**src/rtl/core/ptm_pkg.sv**
```systemverilog
package ptm_pkg;

    // Address split: directory index, table index, page offset
    localparam int VA_W     = 32;
    localparam int IDX_W    = 10;
    localparam int OFF_W    = 12;
    localparam int FRAME_W  = VA_W - OFF_W;
    localparam int FLAGS_W  = 12;
    localparam int PTE_W    = 32;
    localparam int FUNC_W   = 2;
    localparam int STATUS_W = 2;

    localparam int DIR_ENTRIES_DEF   = 1024;
    localparam int TABLE_ENTRIES_DEF = 1024;
    localparam int POOL_TABLES_DEF   = 8;

    localparam logic [FUNC_W-1:0] F_MAP    = 2'd0;
    localparam logic [FUNC_W-1:0] F_UNMAP  = 2'd1;
    localparam logic [FUNC_W-1:0] F_LOOKUP = 2'd2;

    localparam logic [STATUS_W-1:0] ST_DONE     = 2'd0;
    localparam logic [STATUS_W-1:0] ST_NO_TABLE = 2'd1;
    localparam logic [STATUS_W-1:0] ST_POOL_OUT = 2'd2;

endpackage

```
**src/rtl/core/ptm_mod.sv**
```systemverilog
// Index reduction modulo a constant: quotient estimate by reciprocal multiply
// (registered), remainder and one correction step in the following cycle.
module ptm_mod #(
    parameter int DIVISOR = 1024
) (
    input  logic                          i_clk,
    input  logic                          i_load,
    input  logic [ptm_pkg::IDX_W-1:0]     i_x,
    output logic [$clog2(DIVISOR)-1:0]    o_rem
);
    import ptm_pkg::*;

    localparam int SH     = 2 * IDX_W;
    localparam int PROD_W = 3 * IDX_W;
    localparam int OUT_W  = $clog2(DIVISOR);
    localparam logic [SH-1:0] RECIP = SH'((64'd1 << SH) / DIVISOR);

    logic [IDX_W-1:0]  r_x;
    logic [IDX_W-1:0]  r_q;
    logic [PROD_W-1:0] w_prod;
    logic [SH:0]       w_qc;
    logic [IDX_W:0]    w_r;
    logic [IDX_W:0]    w_rem;

    assign w_prod = PROD_W'(i_x) * PROD_W'(RECIP);

    always_ff @(posedge i_clk) begin
        if (i_load) begin
            r_x <= i_x;
            r_q <= w_prod[PROD_W-1:SH];
        end
    end

    // estimate is exact or one low, so the remainder is below twice the divisor
    assign w_qc  = (SH+1)'(r_q) * (SH+1)'(DIVISOR);
    assign w_r   = (IDX_W+1)'(r_x) - (IDX_W+1)'(w_qc[IDX_W-1:0]);
    assign w_rem = (w_r >= (IDX_W+1)'(DIVISOR)) ? w_r - (IDX_W+1)'(DIVISOR) : w_r;
    assign o_rem = w_rem[OUT_W-1:0];
endmodule
```
**config.mk**
```make
export PLATFORM = sky130hd
export DESIGN_NAME = ptm_mod
export DESIGN_NICKNAME = d
export VERILOG_FILES = /design/src/rtl/core/ptm_pkg.sv /design/src/rtl/core/ptm_mod.sv
export SDC_FILE = /design/constraint.sdc
export NUM_CORES = 1
export LEC_CHECK = 0
export ABC_AREA = 1
export BUFFER_PORTS_ARGS = -buffer_cell sky130_fd_sc_hd__buf_2
export CAP_MARGIN = 20
export CORE_AREA = 4 4 41 43
export DETAILED_ROUTE_END_ITERATION = 6
export DIE_AREA = 0 0 45 47
export SYNTH_ARGS = -nofsm -noshare
export SYNTH_HDL_FRONTEND = slang
export SYNTH_SLANG_ARGS = --single-unit
```
**constraint.sdc**
```tcl
create_clock -name i_clk -period 0.8 [get_ports i_clk]
set_clock_uncertainty 0.1 [all_clocks]
set_input_delay 0.08 -clock i_clk [delete_from_list [all_inputs] [get_ports i_clk]]
set_output_delay 0.08 -clock i_clk [all_outputs]
set_load 0.05 [all_outputs]
```
==> results by stage <==
Run status:
- The run finished, with violations left.
- The final reports fail on hold timing, setup timing.

Placed design:
- The cell count after placement is 46.
- At the end of routability-driven placement, the weighted congestion stood at 0.607.
- Summing all placed instances gives a cell area of 424 µm².
- OpenSTA, run right after detailed placement, puts the worst setup slack at 0.0340 ns.
- Input and output buffers added on the ports amount to 21.

Min path:
- The class of the tightest hold or removal check is primary input to flop.
- For hold timing, the worst endpoint is r_x[9].
- The number of cells on the worst hold path is 1.
- In this run the most critical hold path is launched from i_x[9].

Synth:
- The area share of xor/xnor cells in the synthesized design is 0.
- After synthesis, the mean cell area works out to 30.0 µm².
- The synthesized netlist occupies a cell area of 300 µm².
- When the netlist entered floorplanning its net count stood at 22.
- The warning count from the yosys run is 0.
- The post-synthesis compound-gate area fraction was 0.
- Synthesis handed over a netlist of 10 instances.
- Measured against the total synthesized area, the mux share comes to 0.
- The post-synthesis sequential area ratio is 1.00.
- The area fraction of the dominant cell type after synthesis is 1.00.
- The post-synthesis cell type count is 1.
- The cell type contributing the most total cell area after synthesis is sky130_fd_sc_hd__edfxtp_1.
- The flip-flop and latch count after synthesis is 10.
- Sorting the synthesized cells by area gives the leading types as sky130_fd_sc_hd__edfxtp_1 (100%).
- Of the total synthesized cell area, the portion taken by AND, OR, NAND and NOR gates is 0.
- Of the total synthesized cell area, the portion taken by full adders, half adders and majority gates is 0.

Global route:
- The aggregate global-route resource usage is 0.0659.
- In the global route stage, met3 resource usage came out at 0.0153.
- The initial antenna violation count is 0.
- In the global route stage, met1 resource usage came out at 0.0598.
- The first global-routing pass estimated 890 µm of wire.
- Entering global routing, the biggest net connects 11 pins.
- The number of global-route vias before repair came to 203.
- The global routing met2 resource utilization is 0.116.
- The most crowded layer after global routing is met2.
- Global routing finished with a remaining overflow of 0.

Pwr:
- In this run the static leakage power is 0.230 nW.
- The power per cell area is 2290 nW/µm².
- Overall power consumption after layout is estimated at 1.26 mW.
- The worst-case IR drop observed on VDD is 0.833 mV.

Cells and area:
- Summing all non-filler instances in the final layout gives an area of 548 µm².
- The repair_antennas step left the layout with diodes totalling 0.
- The register with the most flip-flops in the layout has 10 of them.
- Ranked by flip-flop count, first place goes to r_x.
- Excluding fillers, the count of instances in the completed layout stands at 53.
- In the final layout, the registers with the most flip-flops are r_x (10).
- Fill cells in the final layout number 131.
- The number of nets in the layout is 51.
- 0 cells are multi-input combinational gates.
- Relative to the synthesized area, the layout overhead comes to 82.5%.
- Of the cells placed in the final design, the portion with a size suffix greater than 1 is 0.605.
- The multi-input combinational cells in the finished layout cover a total of 0 µm².

Critical path:
- In this design, the stage delay of the slowest critical-path cell is 0.40 ns.
- The critical path is of the flop to output port type.
- The capturing element type of the critical path is an output port.
- The cell with the largest stage delay on the worst path is sky130_fd_sc_hd__edfxtp_1.
- The critical path depth in cells is 1.
- Together, buffers and inverters on the worst path number 1.
- Traced cell by cell, the critical path runs through buf_6.
- The critical path arrival is 0.82 ns.
- The maximum fanout along the worst path is 1.
- The worst setup path is launched from a flop.
- The required time at the endpoint of the critical path is 0.62 ns.
- The family with the most delay on the worst path is flip-flops.

Timing:
- In the post-route analysis, the smallest setup slack over all paths is -0.204 ns.
- The smallest clock period supported by the final layout is computed as 1.00 ns.
- The tightest hold path in the finished design has a slack of -0.102 ns.
- The highest clock rate is 0.996 GHz.
- The max-slew violation count was 0.
- Setup repair after global routing could not meet its margin everywhere.
- Of the available clock period, the critical path in the final layout requires 1.26.
- The final count of hold timing violations is 6.
- At the pin with the least slew margin, the transition time is 0.221 ns.
- Setup violations remaining at the end of the flow were counted as 13.
- The worst-case headroom to the max-slew limit is 0.853.

Drt:
- In the routed layout, each cell is associated on average with a via count of 3.68.
- The first TritonRoute pass finished after 2 iterations.
- The via count of the routed design is 195.
- The detailed router finished its first iteration with 3 violations.
- In this run the remaining antenna-violating nets after routing total 0.
- The post-detailed-route wirelength per cell is 12.3 µm.
- The final layout contains routed wiring with a total length of 654 µm.
- The post-route DRC violation count is 0.

Clock network:
- The clock net in this run drives a total of 10 sinks.
- The tree is rooted in a sky130_fd_sc_hd__clkbuf_4.
- TritonCTS built the clock tree.
- The total clock buffers created by CTS is 3.
- No sink is reached through more buffers than the 2 on the longest clock path.
- The post-CTS clock slew at the launch and capture registers of the worst setup and hold paths is 0.06 ns.
- CTS built an H-tree with a depth of 1.

Floorplanning:
- During I/O placement, the number of pins put on the boundary was 22.
- The horizontal die dimension is 45 µm.
- The die covers 2120 µm².
- The area of the core is 1300 µm².
- For this configuration, the core starts out at a cell density of 0.231.
- From bottom edge to top edge, the die measures 47 µm.
- Row generation in the floorplan step produced 13 rows.

Job:
- The number of max-capacitance violations reported is 0.
-- layout by cell type (no fill, tap or decap) --
cell / synthesis / layout
sky130_fd_sc_hd__buf_2: 0 / 10
sky130_fd_sc_hd__buf_6: 0 / 10
sky130_fd_sc_hd__clkbuf_4: 0 / 3
sky130_fd_sc_hd__clkinv_1: 0 / 1
sky130_fd_sc_hd__dlygate4sd3_1: 0 / 4
sky130_fd_sc_hd__edfxtp_1: 10 / 10
-- metrics by stage --
step | utilization | TNS, ns | hold WS [ns]
4_1_cts | 0.402 | -1.92 | -0.112
3_5_place_dp | 0.326 | 0 | 0.158
3_3_place_gp | 0.326 | 0 | 0.157
5_1_grt | 0.421 | -2.16 | -0.109
6_report | 0.421 | -1.87 | -0.102
2_1_floorplan | - | 0 | 0.0789
-- Yosys cell counts (all sizes together) --
cell type and number:
edfxtp 10
-- layout make-up --
cell class	count	area, µm²	area share
flip-flops and latches	10	300	0.548
repair buffers	24	203	0.370
clock buffers	3	22.5	0.0411
well taps	15	18.8	0.0342
clock inverters	1	3.75	0.00685
-- how the worst max path moves through the flow --
stage	start	endpoint	slack (ns)
CTS	r_x[8]	o_rem[8]	-0.22
global placement	r_x[6]	o_rem[6]	0.06
finish	r_x[8]	o_rem[8]	-0.20
global route	r_x[6]	o_rem[6]	-0.23
floorplan	r_x[0]	o_rem[0]	0.02
detailed placement	r_x[8]	o_rem[8]	0.03
-- report_power, final --
group          switching [mW]  leakage, nW  internal [mW]
Sequential             0.0181       0.0979          0.624
Clock                   0.158       0.0154          0.179
Combinational           0.175        0.117          0.103
-- what timing repair did --
item,in CTS,in global routing
endpoints found under the setup margin,10,11
setup buffers,0,0
hold buffers,1,3
pin swaps,0,0
resized for setup,20,0
endpoints found under the hold margin,10,9
-- cells by family after synthesis --
group	count (synthesis)
DFF	10
-- routing by layer --
metal,wire (µm),vias up,part of all wire
met2,378,11,0.58
met1,214,89,0.33
met4,0,0,0
met5,0,-,0
li1,-,95,-
met3,60,0,0.092
(Power assumes the default switching activity.)
